--- config.mk ---
export PLATFORM = sky130hd
export DESIGN_NAME = xor_float_stream_encoder_top_flat
export DESIGN_NICKNAME = d
export VERILOG_FILES = /design/src/rtl/xfse_pkg.sv /design/src/rtl/xfse_if.sv /design/src/rtl/xor_float_stream_encoder_top.sv /design/src/flat_wrapper.sv
export SDC_FILE = /design/constraint.sdc
export NUM_CORES = 1
export LEC_CHECK = 0
export BUFFER_PORTS_ARGS = -buffer_cell sky130_fd_sc_hd__buf_2
export CAP_MARGIN = 30
export CORE_MARGIN = 2
export CORE_UTILIZATION = 38
export DETAILED_ROUTE_END_ITERATION = 8
export SETUP_SLACK_MARGIN = 0.02
export SLEW_MARGIN = 20
export SYNTH_ARGS = -nofsm -noshare
export SYNTH_HDL_FRONTEND = slang
export SYNTH_SLANG_ARGS = --single-unit
--- constraint.sdc ---
create_clock -name i_clk -period 34.5 [get_ports i_clk]
set_input_delay 3.45 -clock i_clk [delete_from_list [all_inputs] [get_ports i_clk]]
set_output_delay 3.45 -clock i_clk [all_outputs]
set_load 0.05 [all_outputs]
--- src/rtl/xfse_pkg.sv ---
// shared types, constants and bit-count functions of the xor float stream encoder
package xfse_pkg;

    localparam int VALUE_W    = 64;
    localparam int CODE_W     = 75;
    localparam int BUF_W      = 88;
    localparam int NBITS_W    = 7;
    localparam int BIDX_W     = 4;
    localparam int CAP_W      = 16;
    localparam int APB_ADDR_W = 3;
    localparam int APB_DATA_W = 32;

    localparam int LZ_BITS_32  = 3;
    localparam int LZ_BITS_64  = 4;
    localparam int LEN_BITS_32 = 5;
    localparam int LEN_BITS_64 = 6;
    localparam int HDR_BITS_32 = 1 + LZ_BITS_32 + LEN_BITS_32;
    localparam int HDR_BITS_64 = 1 + LZ_BITS_64 + LEN_BITS_64;

    localparam logic [15:0] CAP_RESET = 16'd8192;

    localparam logic [1:0] KIND_BYTE  = 2'd0;
    localparam logic [1:0] KIND_FIRST = 2'd1;
    localparam logic [1:0] KIND_SUM   = 2'd2;

    localparam logic [1:0] STAT_OK   = 2'd0;
    localparam logic [1:0] STAT_FEW  = 2'd1;
    localparam logic [1:0] STAT_OVF  = 2'd2;

    localparam logic REG_WIDTH_MODE = 1'b0;
    localparam logic REG_CAPACITY   = 1'b1;

    typedef enum logic [1:0] {
        PH_FIRST,
        PH_BYTE,
        PH_SUM
    } t_phase;

    function automatic logic [NBITS_W-1:0] lzc64(input logic [VALUE_W-1:0] x);
        logic [NBITS_W-1:0] n;
        logic               found;
        n     = NBITS_W'(VALUE_W);
        found = 1'b0;
        for (int i = VALUE_W - 1; i >= 0; i--) begin
            if (!found && x[i]) begin
                n     = NBITS_W'(VALUE_W - 1 - i);
                found = 1'b1;
            end
        end
        return n;
    endfunction

    function automatic logic [NBITS_W-1:0] tzc64(input logic [VALUE_W-1:0] x);
        logic [NBITS_W-1:0] n;
        logic               found;
        n     = NBITS_W'(VALUE_W);
        found = 1'b0;
        for (int i = 0; i < VALUE_W; i++) begin
            if (!found && x[i]) begin
                n     = NBITS_W'(i);
                found = 1'b1;
            end
        end
        return n;
    endfunction

endpackage

--- src/rtl/xfse_if.sv ---
// stream interfaces for the input items and the result beats

interface xfse_in_if;
    logic        valid;
    logic        ready;
    logic [63:0] value;
    logic        is_null;
    logic        end_of_block;

    modport source (output valid, output value, output is_null, output end_of_block,
                    input ready);
    modport sink   (input valid, input value, input is_null, input end_of_block,
                    output ready);
endinterface

interface xfse_out_if;
    logic        valid;
    logic        ready;
    logic [1:0]  result_kind;
    logic [63:0] payload;
    logic [15:0] byte_total;
    logic [15:0] value_count;
    logic [1:0]  status;
    logic        last;

    modport source (output valid, output result_kind, output payload, output byte_total,
                    output value_count, output status, output last, input ready);
    modport sink   (input valid, input result_kind, input payload, input byte_total,
                    input value_count, input status, input last, output ready);
endinterface

--- src/rtl/xor_float_stream_encoder_top.sv ---
// top level of the xor float stream encoder: xor coding, bit packing and result serializer
//
// channel   dir  beat contents
// i_in      in   value, is_null, end_of_block
// o_out     out  result_kind, payload, byte_total, value_count, status, last
// apb       in   width_mode at 0x0, stream_capacity at 0x4
//
// input and xor coding registers feed the bit merge, whose packet register feeds the serializer
// the serializer sends one result beat per cycle while o_out is not stalled; an item has
// up to 12 results, and a byte run that finds the capacity used up takes a step with no beat
// items with no result skip the packet register; beats pass coding, packet and output registers
// reset is synchronous and clears all block state; there is no clearing pass
// a stalled o_out holds the output register and backs up to i_in.ready

module xor_float_stream_encoder_top #(
    parameter int COUNT_WIDTH = 16
) (
    input  logic                               i_clk,
    input  logic                               i_rst_n,
    input  logic                               psel,
    input  logic                               penable,
    input  logic                               pwrite,
    input  logic [xfse_pkg::APB_ADDR_W-1:0]    paddr,
    input  logic [xfse_pkg::APB_DATA_W-1:0]    pwdata,
    output logic [xfse_pkg::APB_DATA_W-1:0]    prdata,
    output logic                               pready,
    xfse_in_if.sink                            i_in,
    xfse_out_if.source                         o_out
);

    // configuration
    logic                        r_mode;
    logic [xfse_pkg::CAP_W-1:0]  r_cap;
    logic                        cfg_wr;

    // input stage
    logic        r_s1_vld;
    logic [63:0] r_s1_value;
    logic        r_s1_null;
    logic        r_s1_eob;

    // block state of the coding stage
    logic [63:0]            r_prev;
    logic                   r_have;
    logic [COUNT_WIDTH-1:0] r_vseen;

    // coding stage
    logic                                r_s2_vld;
    logic                                r_s2_first;
    logic [63:0]                         r_s2_fval;
    logic [xfse_pkg::CODE_W-1:0]         r_s2_code;
    logic [xfse_pkg::NBITS_W-1:0]        r_s2_nnew;
    logic                                r_s2_eob;
    logic [COUNT_WIDTH-1:0]              r_s2_vcnt;

    // pending bits of the merge stage
    logic [6:0] r_pend_bits;
    logic [2:0] r_pend_cnt;

    // packet register
    logic                               r_pk_vld;
    logic [xfse_pkg::BUF_W-1:0]         r_pk_bits;
    logic [xfse_pkg::BIDX_W-1:0]        r_pk_nbytes;
    logic [63:0]                        r_pk_fval;
    logic                               r_pk_eob;
    logic [COUNT_WIDTH-1:0]             r_pk_vcnt;

    // serializer
    xfse_pkg::t_phase                   r_ph;
    xfse_pkg::t_phase                   n_ph;
    logic [xfse_pkg::BIDX_W-1:0]        r_bidx;
    logic [xfse_pkg::BIDX_W-1:0]        n_bidx;
    logic [xfse_pkg::CAP_W-1:0]         r_be;
    logic                               r_ovf;

    // output register
    logic        r_out_vld;
    logic [1:0]  r_out_kind;
    logic [63:0] r_out_payload;
    logic [15:0] r_out_pbytes;
    logic [15:0] r_out_vcount;
    logic [1:0]  r_out_status;
    logic        r_out_last;

    // handshake
    logic out_free;
    logic step;
    logic ser_done;
    logic pk_free;
    logic pk_load;
    logic s2_adv;
    logic s1_adv;
    logic in_acc;

    // ---------------------------------------------------------------- config port
    assign pready = 1'b1;
    assign cfg_wr = psel && penable && pwrite;

    always_comb begin
        unique case (paddr[2])
            xfse_pkg::REG_WIDTH_MODE: prdata = {31'b0, r_mode};
            xfse_pkg::REG_CAPACITY:   prdata = {16'b0, r_cap};
            default:                  prdata = '0;
        endcase
    end

    always_ff @(posedge i_clk) begin
        if (!i_rst_n) begin
            r_mode <= 1'b1;
            r_cap  <= xfse_pkg::CAP_RESET;
        end else if (cfg_wr) begin
            unique case (paddr[2])
                xfse_pkg::REG_WIDTH_MODE: r_mode <= pwdata[0];
                xfse_pkg::REG_CAPACITY:   r_cap  <= pwdata[15:0];
                default:                  r_mode <= r_mode;
            endcase
        end
    end

    // ---------------------------------------------------------------- handshake chain
    assign out_free = !r_out_vld || o_out.ready;
    assign step     = r_pk_vld && out_free;
    assign pk_free  = !r_pk_vld || ser_done;
    assign s2_adv   = r_s2_vld && pk_free;
    assign s1_adv   = r_s1_vld && (!r_s2_vld || s2_adv);
    assign i_in.ready = !r_s1_vld || s1_adv;
    assign in_acc   = i_in.valid && i_in.ready;

    // ---------------------------------------------------------------- input stage
    always_ff @(posedge i_clk) begin
        if (!i_rst_n) begin
            r_s1_vld <= 1'b0;
        end else if (in_acc) begin
            r_s1_vld <= 1'b1;
        end else if (s1_adv) begin
            r_s1_vld <= 1'b0;
        end
    end

    always_ff @(posedge i_clk) begin
        if (in_acc) begin
            r_s1_value <= i_in.value;
            r_s1_null  <= i_in.is_null;
            r_s1_eob   <= i_in.end_of_block;
        end
    end

    // ---------------------------------------------------------------- xor coding
    logic [63:0]                  s1_v;
    logic [63:0]                  s1_x;
    logic [63:0]                  s1_xa;
    logic [xfse_pkg::NBITS_W-1:0] s1_lz;
    logic [xfse_pkg::NBITS_W-1:0] s1_tz;
    logic [3:0]                   s1_bucket;
    logic [xfse_pkg::NBITS_W-1:0] s1_mb;
    logic [xfse_pkg::NBITS_W-1:0] s1_mb_m1;
    logic [63:0]                  s1_sh;
    logic [10:0]                  s1_hdr;
    logic [xfse_pkg::CODE_W-1:0]  s1_code;
    logic [xfse_pkg::NBITS_W-1:0] s1_nnew;
    logic                         s1_first;
    logic                         s1_enc;
    logic [COUNT_WIDTH-1:0]       s1_vinc;
    logic                         s1_keep;

    always_comb begin
        s1_v      = r_mode ? r_s1_value : {32'b0, r_s1_value[31:0]};
        s1_x      = r_mode ? (s1_v ^ r_prev) : {32'b0, s1_v[31:0] ^ r_prev[31:0]};
        s1_xa     = r_mode ? s1_x : {s1_x[31:0], 32'b0};
        s1_lz     = xfse_pkg::lzc64(s1_xa);
        s1_tz     = xfse_pkg::tzc64(s1_x);
        s1_bucket = s1_lz[5:2];
        s1_mb     = (r_mode ? 7'd64 : 7'd32) - {1'b0, s1_bucket, 2'b00} - s1_tz;
        s1_mb_m1  = s1_mb - 7'd1;
        s1_sh     = s1_x >> s1_tz;
        s1_hdr    = r_mode ? {s1_mb_m1[5:0], s1_bucket, 1'b1}
                           : {2'b00, s1_mb_m1[4:0], s1_bucket[2:0], 1'b1};
        s1_first  = !r_s1_null && !r_have;
        s1_enc    = !r_s1_null && r_have;
        s1_keep   = !r_s1_null || r_s1_eob;
        s1_vinc   = (!r_s1_null && (r_vseen != '1)) ? r_vseen + 1'b1 : r_vseen;

        if (s1_enc && (s1_x != '0)) begin
            if (r_mode) begin
                s1_code = (xfse_pkg::CODE_W'(s1_sh) << xfse_pkg::HDR_BITS_64)
                        | xfse_pkg::CODE_W'(s1_hdr);
                s1_nnew = 7'(xfse_pkg::HDR_BITS_64) + s1_mb;
            end else begin
                s1_code = (xfse_pkg::CODE_W'(s1_sh) << xfse_pkg::HDR_BITS_32)
                        | xfse_pkg::CODE_W'(s1_hdr);
                s1_nnew = 7'(xfse_pkg::HDR_BITS_32) + s1_mb;
            end
        end else if (s1_enc) begin
            s1_code = '0;
            s1_nnew = 7'd1;
        end else begin
            s1_code = '0;
            s1_nnew = '0;
        end
    end

    always_ff @(posedge i_clk) begin
        if (!i_rst_n) begin
            r_prev   <= '0;
            r_have   <= 1'b0;
            r_vseen  <= '0;
            r_s2_vld <= 1'b0;
        end else begin
            if (s1_adv) begin
                if (r_s1_eob) begin
                    r_prev  <= '0;
                    r_have  <= 1'b0;
                    r_vseen <= '0;
                end else if (!r_s1_null) begin
                    r_prev  <= s1_v;
                    r_have  <= 1'b1;
                    r_vseen <= s1_vinc;
                end
            end
            if (s1_adv && s1_keep) begin
                r_s2_vld <= 1'b1;
            end else if (s2_adv) begin
                r_s2_vld <= 1'b0;
            end
        end
    end

    always_ff @(posedge i_clk) begin
        if (s1_adv && s1_keep) begin
            r_s2_first <= s1_first;
            r_s2_fval  <= s1_v;
            r_s2_code  <= s1_code;
            r_s2_nnew  <= s1_nnew;
            r_s2_eob   <= r_s1_eob;
            r_s2_vcnt  <= s1_vinc;
        end
    end

    // ---------------------------------------------------------------- bit merge
    logic [xfse_pkg::BUF_W-1:0]   s2_buf;
    logic [xfse_pkg::NBITS_W-1:0] s2_tot;
    logic [xfse_pkg::NBITS_W-1:0] s2_tot_up;
    logic [xfse_pkg::BIDX_W-1:0]  s2_nfull;
    logic [xfse_pkg::BIDX_W-1:0]  s2_nbytes;
    logic [6:0]                   s2_pend;
    logic                         s2_has_res;
    xfse_pkg::t_phase             s2_start;

    always_comb begin
        s2_buf     = (xfse_pkg::BUF_W'(r_s2_code) << r_pend_cnt)
                   | xfse_pkg::BUF_W'(r_pend_bits);
        s2_tot     = 7'(r_pend_cnt) + r_s2_nnew;
        s2_tot_up  = s2_tot + 7'd7;
        s2_nfull   = s2_tot[6:3];
        s2_nbytes  = r_s2_eob ? s2_tot_up[6:3] : s2_nfull;
        s2_pend    = s2_buf[{s2_nfull, 3'b000} +: 7];
        s2_has_res = r_s2_first || (s2_nbytes != '0) || r_s2_eob;
        if (r_s2_first) begin
            s2_start = xfse_pkg::PH_FIRST;
        end else if (s2_nbytes != '0) begin
            s2_start = xfse_pkg::PH_BYTE;
        end else begin
            s2_start = xfse_pkg::PH_SUM;
        end
    end

    assign pk_load = s2_adv && s2_has_res;

    always_ff @(posedge i_clk) begin
        if (!i_rst_n) begin
            r_pend_bits <= '0;
            r_pend_cnt  <= '0;
            r_pk_vld    <= 1'b0;
        end else begin
            if (s2_adv) begin
                r_pend_bits <= r_s2_eob ? 7'd0 : s2_pend;
                r_pend_cnt  <= r_s2_eob ? 3'd0 : s2_tot[2:0];
            end
            if (pk_load) begin
                r_pk_vld <= 1'b1;
            end else if (ser_done) begin
                r_pk_vld <= 1'b0;
            end
        end
    end

    always_ff @(posedge i_clk) begin
        if (pk_load) begin
            r_pk_bits   <= s2_buf;
            r_pk_nbytes <= s2_nbytes;
            r_pk_fval   <= r_s2_fval;
            r_pk_eob    <= r_s2_eob;
            r_pk_vcnt   <= r_s2_vcnt;
        end
    end

    // ---------------------------------------------------------------- serializer
    logic                         room;
    logic                         cap_last;
    logic                         byte_end;
    logic [xfse_pkg::BIDX_W-1:0]  bidx_inc;

    assign room     = r_be < r_cap;
    assign cap_last = ({1'b0, r_be} + 17'd1) >= {1'b0, r_cap};
    assign bidx_inc = r_bidx + 1'b1;
    assign byte_end = bidx_inc == r_pk_nbytes;

    // next state
    always_comb begin
        n_ph     = r_ph;
        n_bidx   = r_bidx;
        ser_done = 1'b0;
        if (step) begin
            unique case (r_ph)
                xfse_pkg::PH_FIRST: begin
                    n_bidx = '0;
                    if (r_pk_nbytes != '0) begin
                        n_ph = xfse_pkg::PH_BYTE;
                    end else if (r_pk_eob) begin
                        n_ph = xfse_pkg::PH_SUM;
                    end else begin
                        ser_done = 1'b1;
                    end
                end
                xfse_pkg::PH_BYTE: begin
                    if (room && !byte_end && !cap_last) begin
                        n_bidx = bidx_inc;
                    end else if (r_pk_eob) begin
                        n_ph = xfse_pkg::PH_SUM;
                    end else begin
                        ser_done = 1'b1;
                    end
                end
                xfse_pkg::PH_SUM: begin
                    ser_done = 1'b1;
                end
                default: begin
                    ser_done = 1'b1;
                end
            endcase
        end
        if (pk_load) begin
            n_ph   = s2_start;
            n_bidx = '0;
        end
    end

    // outputs
    logic        ser_emit;
    logic        ser_be_inc;
    logic        ser_ovf_set;
    logic        ser_clear;
    logic [1:0]  ser_kind;
    logic [63:0] ser_payload;
    logic [15:0] ser_pbytes;
    logic [15:0] ser_vcount;
    logic [1:0]  ser_status;
    logic        ser_last;

    always_comb begin
        ser_emit    = 1'b0;
        ser_be_inc  = 1'b0;
        ser_ovf_set = 1'b0;
        ser_clear   = 1'b0;
        ser_kind    = xfse_pkg::KIND_BYTE;
        ser_payload = '0;
        ser_pbytes  = '0;
        ser_vcount  = '0;
        ser_status  = xfse_pkg::STAT_OK;
        ser_last    = 1'b0;
        unique case (r_ph)
            xfse_pkg::PH_FIRST: begin
                ser_emit    = 1'b1;
                ser_kind    = xfse_pkg::KIND_FIRST;
                ser_payload = r_pk_fval;
                ser_last    = !r_pk_eob && ((r_pk_nbytes == '0) || !room);
            end
            xfse_pkg::PH_BYTE: begin
                if (room) begin
                    ser_emit    = 1'b1;
                    ser_be_inc  = 1'b1;
                    ser_kind    = xfse_pkg::KIND_BYTE;
                    ser_payload = {56'b0, r_pk_bits[{r_bidx, 3'b000} +: 8]};
                    ser_last    = !r_pk_eob && (byte_end || cap_last);
                    ser_ovf_set = cap_last && !byte_end;
                end else begin
                    ser_ovf_set = 1'b1;
                end
            end
            xfse_pkg::PH_SUM: begin
                ser_emit   = 1'b1;
                ser_clear  = 1'b1;
                ser_kind   = xfse_pkg::KIND_SUM;
                ser_pbytes = r_be;
                ser_vcount = 16'(r_pk_vcnt);
                ser_last   = 1'b1;
                if (r_pk_vcnt < COUNT_WIDTH'(2)) begin
                    ser_status = xfse_pkg::STAT_FEW;
                end else if (r_ovf) begin
                    ser_status = xfse_pkg::STAT_OVF;
                end else begin
                    ser_status = xfse_pkg::STAT_OK;
                end
            end
            default: begin
                ser_emit = 1'b0;
            end
        endcase
    end

    always_ff @(posedge i_clk) begin
        if (!i_rst_n) begin
            r_ph      <= xfse_pkg::PH_FIRST;
            r_bidx    <= '0;
            r_be      <= '0;
            r_ovf     <= 1'b0;
            r_out_vld <= 1'b0;
        end else begin
            r_ph   <= n_ph;
            r_bidx <= n_bidx;
            if (step) begin
                if (ser_clear) begin
                    r_be  <= '0;
                    r_ovf <= 1'b0;
                end else begin
                    if (ser_be_inc) begin
                        r_be <= r_be + 1'b1;
                    end
                    if (ser_ovf_set) begin
                        r_ovf <= 1'b1;
                    end
                end
            end
            if (step && ser_emit) begin
                r_out_vld <= 1'b1;
            end else if (o_out.ready) begin
                r_out_vld <= 1'b0;
            end
        end
    end

    always_ff @(posedge i_clk) begin
        if (step && ser_emit) begin
            r_out_kind    <= ser_kind;
            r_out_payload <= ser_payload;
            r_out_pbytes  <= ser_pbytes;
            r_out_vcount  <= ser_vcount;
            r_out_status  <= ser_status;
            r_out_last    <= ser_last;
        end
    end

    assign o_out.valid        = r_out_vld;
    assign o_out.result_kind  = r_out_kind;
    assign o_out.payload      = r_out_payload;
    assign o_out.byte_total   = r_out_pbytes;
    assign o_out.value_count  = r_out_vcount;
    assign o_out.status       = r_out_status;
    assign o_out.last         = r_out_last;

endmodule

--- src/flat_wrapper.sv ---
// flat-port wrapper written by rule: the top's interface ports become plain ports
module xor_float_stream_encoder_top_flat 
#(
    parameter int COUNT_WIDTH = 16
)
  (i_clk, i_rst_n, psel, penable, pwrite, paddr, pwdata, prdata, pready, i_in_valid, i_in_value, i_in_is_null, i_in_end_of_block, i_in_ready, o_out_valid, o_out_result_kind, o_out_payload, o_out_byte_total, o_out_value_count, o_out_status, o_out_last, o_out_ready);
  xfse_in_if i_in_i ();
  xfse_out_if o_out_i ();
  input  logic i_clk;
  input  logic i_rst_n;
  input  logic psel;
  input  logic penable;
  input  logic pwrite;
  input  logic [xfse_pkg::APB_ADDR_W-1:0] paddr;
  input  logic [xfse_pkg::APB_DATA_W-1:0] pwdata;
  output logic [xfse_pkg::APB_DATA_W-1:0] prdata;
  output logic pready;
  input wire logic [$bits(i_in_i.valid)-1:0] i_in_valid;
  input wire logic [$bits(i_in_i.value)-1:0] i_in_value;
  input wire logic [$bits(i_in_i.is_null)-1:0] i_in_is_null;
  input wire logic [$bits(i_in_i.end_of_block)-1:0] i_in_end_of_block;
  output wire logic [$bits(i_in_i.ready)-1:0] i_in_ready;
  output wire logic [$bits(o_out_i.valid)-1:0] o_out_valid;
  output wire logic [$bits(o_out_i.result_kind)-1:0] o_out_result_kind;
  output wire logic [$bits(o_out_i.payload)-1:0] o_out_payload;
  output wire logic [$bits(o_out_i.byte_total)-1:0] o_out_byte_total;
  output wire logic [$bits(o_out_i.value_count)-1:0] o_out_value_count;
  output wire logic [$bits(o_out_i.status)-1:0] o_out_status;
  output wire logic [$bits(o_out_i.last)-1:0] o_out_last;
  input wire logic [$bits(o_out_i.ready)-1:0] o_out_ready;
  assign i_in_i.valid = i_in_valid;
  assign i_in_i.value = i_in_value;
  assign i_in_i.is_null = i_in_is_null;
  assign i_in_i.end_of_block = i_in_end_of_block;
  assign i_in_ready = i_in_i.ready;
  assign o_out_valid = o_out_i.valid;
  assign o_out_result_kind = o_out_i.result_kind;
  assign o_out_payload = o_out_i.payload;
  assign o_out_byte_total = o_out_i.byte_total;
  assign o_out_value_count = o_out_i.value_count;
  assign o_out_status = o_out_i.status;
  assign o_out_last = o_out_i.last;
  assign o_out_i.ready = o_out_ready;
  xor_float_stream_encoder_top #(.COUNT_WIDTH(COUNT_WIDTH)) u_core (.i_clk(i_clk), .i_rst_n(i_rst_n), .psel(psel), .penable(penable), .pwrite(pwrite), .paddr(paddr), .pwdata(pwdata), .prdata(prdata), .pready(pready), .i_in(i_in_i), .o_out(o_out_i));
endmodule
==> summary.md <==
| Metric | Value |
|---|---|
| CTS resizes | 0 |
| Hold Fails Final Rpt | 0 |
| Critical path class | flip-flop to output port |
| Synth top area share | 42.62% |
| Horiz. Die Dim | 307.9 um |
| Die Y | 307.9 um |
| Starting Density | 38.34% |
| Storage cell area | 17670 um2 |
| CTS tree | built |
| RSZ-0062 raised after global routing | no |
| Seq/Total Area, Yosys | 50.32% |
| Final setup vio count | 0 |
| Multiplexer share of the synthesized area | 8.965% |
| Synth Cell Area | 35090 um2 |
| Syn Area/Cell | 10.70 um2 |
| Crit path top cell by count | and3_1 |
| Cells along the critical path | ha_1 -> and3_1 -> and3_1 -> and3_1 -> inv_1 -> nor2_1 -> nand3_1 -> xnor2_1 -> ha_1 -> nand4b_1 -> nor4_1 -> nor3_1 -> nor3b_1 -> a22oi_1 -> nor2b_1 -> a31oi_1 -> nor2_1 -> nand3_1 -> buf_2 |
| Share of post-route cells with drive strength above 1 | 15.89% |
| Row count | 111 |
| CP Capture Type | output port |
| Asr flop ratio synth | 0% |
| Synth area leader | edfxtp_1 |
| Congestion Overflow GR | 0 |
| Worst path max stage delay | 0.45 ns |
| Largest cells by area after synthesis | edfxtp_1 (43%), dfxtp_1 (7.7%), nand2_1 (4.2%) |
| Clk buf depth | 3 |
| Htree depth | 3 |
| First-pass GRT wire length | 162.8 mm |
| Crit path buf inv count | 2 |
| Clk slew on worst S/H paths | 0.06 ns |
| Crit path time final | 8.599 ns |
| Max-slew headroom | 25.24% |
| Post-Synthesis Cells | 3279 |
| Main synth FF type | edfxtp_1 |
| Fmax | 116.3 MHz |
| Number of port buffers | 208 |
| Die area | 94780 um2 |
| CP required | 31.05 ns |
| Synth Area in XOR/XNOR | 3.691% |
| Setup_tns | 0 ns |
| Area of the multi-input gates | 16370 um2 |
| Drt pass-1 iters | 6 |
| Final WL | 108.4 mm |
| DRC | 0 |
| Placed Area | 37180 um2 |
| Count leader, synth | edfxtp_1 |
| #FFs+latches synth | 633 |
| Number of synthesized flops with an enable pin | 498 |
| Antenna Nets Post-Route | 0 |
| Worst EP arrival | 5.15 ns |
| Cell family with most CP delay | simple AND/OR/NAND/NOR gates |
| Worst min path class | flip-flop to flip-flop |
| GR Util All Layers | 22.52% |
| Fillers | 8621 |
| Largest net degree at the start of global routing | 88 |
| Max IR drop VDD | 0.00004092 V |
| CTS Hold Bufs | 0 |
| Leak | 14.01 nW |
| IO Count | 244 |
| CTS sink cnt | 633 |
| Fin nets | 3564 |
| Final period utilization | 24.92% |
| 1st-iter DRT viols | 2857 |
| Max Slew Vio Count | 0 |
| Worst-Skew Late Latency | 0.66 ns |
| Root Buffer Master | clkbuf_16 |
| Cell Pwr Density | 50.09 nW/um2 |
| Synth Area in Simple Gates | 15.94% |
| Wire per inst | 23.32 um |
| Cell variety after synth | 107 |
| Crit-path max FO | 6 |
| Top cells by count, synth | edfxtp_1 (498), nand2_1 (390), nor2_1 (212) |
| Vias | 27167 |
| Number of global-route vias before repair | 25892 |
| Total number of yosys warnings | 0 |
| Post-layout instance area | 39480 um2 |
| Status | finished, final reports clean |
| Post-synthesis adder-cell area fraction | 1.790% |
| CP max stage cell | dfxtp_1 |
| CP startpoint kind | flip-flop |
| Max Clock Skew | 0.03509 ns |
| Core Region | 91520 um2 |
| Max-Cap Viols | 0 |
| Initial antenna violation count | 2 |
| Routability Congestion | 1.005 |
| Area Overhead vs Synth | 12.51% |
| Clock buffer count from CTS | 69 |
| DP Wirelength | 77.56 mm |
| Post-CTS repair timing setup buffer count | 0 |
| Compound-cell area share of the yosys netlist | 15.91% |
| Worst Tran Pin Value | 1.090 ns |
| Largest family of logic cells by synthesized area | simple AND/OR/NAND/NOR gates |
| Inserted Diodes | 0 |
| DR vias/cell | 5.845 |
where the power goes:
group	switching, mW	internal [mW]	total [mW]
clock network	0.315	0.408	0.723
logic	0.262	0.118	0.380
registers	0.0194	0.855	0.874
final timing paths:
path              cells past startpoint                       startpoint  slack [ns]                            endpoint
setup reg to reg                     15  u_core.r_s1_value[36]$_DFFE_PP_       27.63  u_core.r_s2_code[12]$_SDFFCE_PN0P_
hold reg to reg                       0    u_core.r_s2_fval[5]$_DFFE_PP_        0.40       u_core.r_pk_fval[5]$_DFFE_PP_
hold / removal                        0    u_core.r_s2_fval[5]$_DFFE_PP_        0.40       u_core.r_pk_fval[5]$_DFFE_PP_
setup / recovery                     19      u_core.r_be[1]$_SDFFE_PN0P_       25.90                          i_in_ready
per-layer routing:
| layer | track usage (%) | wire [um] | up-vias |
|---|---|---|---|
| met5 | 0 | 18 | - |
| met4 | 8.213 | 4131 | 2 |
| met3 | 4.411 | 8545 | 250 |
| met2 | 35.06 | 48510 | 1187 |
| met1 | 31.12 | 47160 | 13176 |
| li1 | - | - | 12552 |
registers in the layout, indices dropped and copies added (netlist names), 64 cells and up:
register and flops:
u_core.r_prev 64, u_core.r_pk_bits 82, u_core.r_pk_fval 64, u_core.r_s1_value 64, u_core.r_s2_code 75, u_core.r_s2_fval 64, u_core.o_out.payload 64
metrics by stage:
step / hold slack (ns) / util, % / power [mW] / setup slack, ns / instances
floorplan: 0.4003 / - / 1.137 / 22.50 / 3294
global placement: 0.4002 / 40.60 / 1.258 / 26.40 / 4514
detailed placement: 0.4045 / 40.63 / 1.258 / 26.39 / 4517
CTS: 0.4031 / 43.03 / 1.985 / 25.90 / 4643
global route: 0.4103 / 43.13 / 2.045 / 25.47 / 4648
finish: 0.4033 / 43.13 / 1.977 / 25.90 / 4648
worst register-to-register path: stages, from the launching register on:
cell,delay [ns]
edfxtp_1,0.43
xor2_1,0.21
o41ai_2,0.82
nand3_1,0.56
nor3_1,0.49
o32ai_4,0.25
and2b_4,0.24
o21ai_4,0.49
o21ai_4,0.13
inv_4,0.57
nand2_1,0.43
mux2_2,0.39
mux2i_1,0.81
mux2i_1,0.35
o221a_1,0.41
a21oi_1,0.17
logic make-up after synthesis:
logic type,after synthesis
simple gates,1149
compound gates,796
flops,633
buf+inv,274
mux,229
xor+xnor,147
fa+ha+maj,49
other cells,2
layout by cell type, fill, tap and decap left out, types with 14 or more instances in the layout:
master	Yosys	final
edfxtp_1	498	498
nand2_1	390	390
nor2_1	212	210
buf_2	27	208
and2_1	174	174
o21ai_0	159	159
a21oi_1	146	146
dfxtp_1	135	131
nand3_1	130	130
mux2i_1	116	116
xor2_1	76	76
clkbuf_16	0	71
xnor2_1	70	70
mux4_2	63	63
nor3_1	62	62
buf_4	25	58
a211oi_1	51	51
mux2_2	48	48
a22o_1	47	47
ha_1	47	47
o211ai_1	46	46
nor2b_1	37	36
o22ai_1	34	34
inv_1	35	33
a21o_1	26	25
a22oi_1	23	23
a31oi_1	24	23
a21boi_0	22	22
nand4_1	21	21
nand2b_1	20	20
and3_1	19	19
a221oi_1	19	19
clkbuf_1	139	19
conb_1	2	17
o31ai_1	17	16
o21a_1	14	14
layout make-up:
type	instances	share of cell area (%)
multi-input combinational	2387	41.47
clock inverter	32	0.7511
clock buffer	94	4.821
inverter	44	0.4437
sequential	633	44.76
tap	1186	3.759
timing repair buffer	272	4.000
Power figures use the tool's default switching activity.
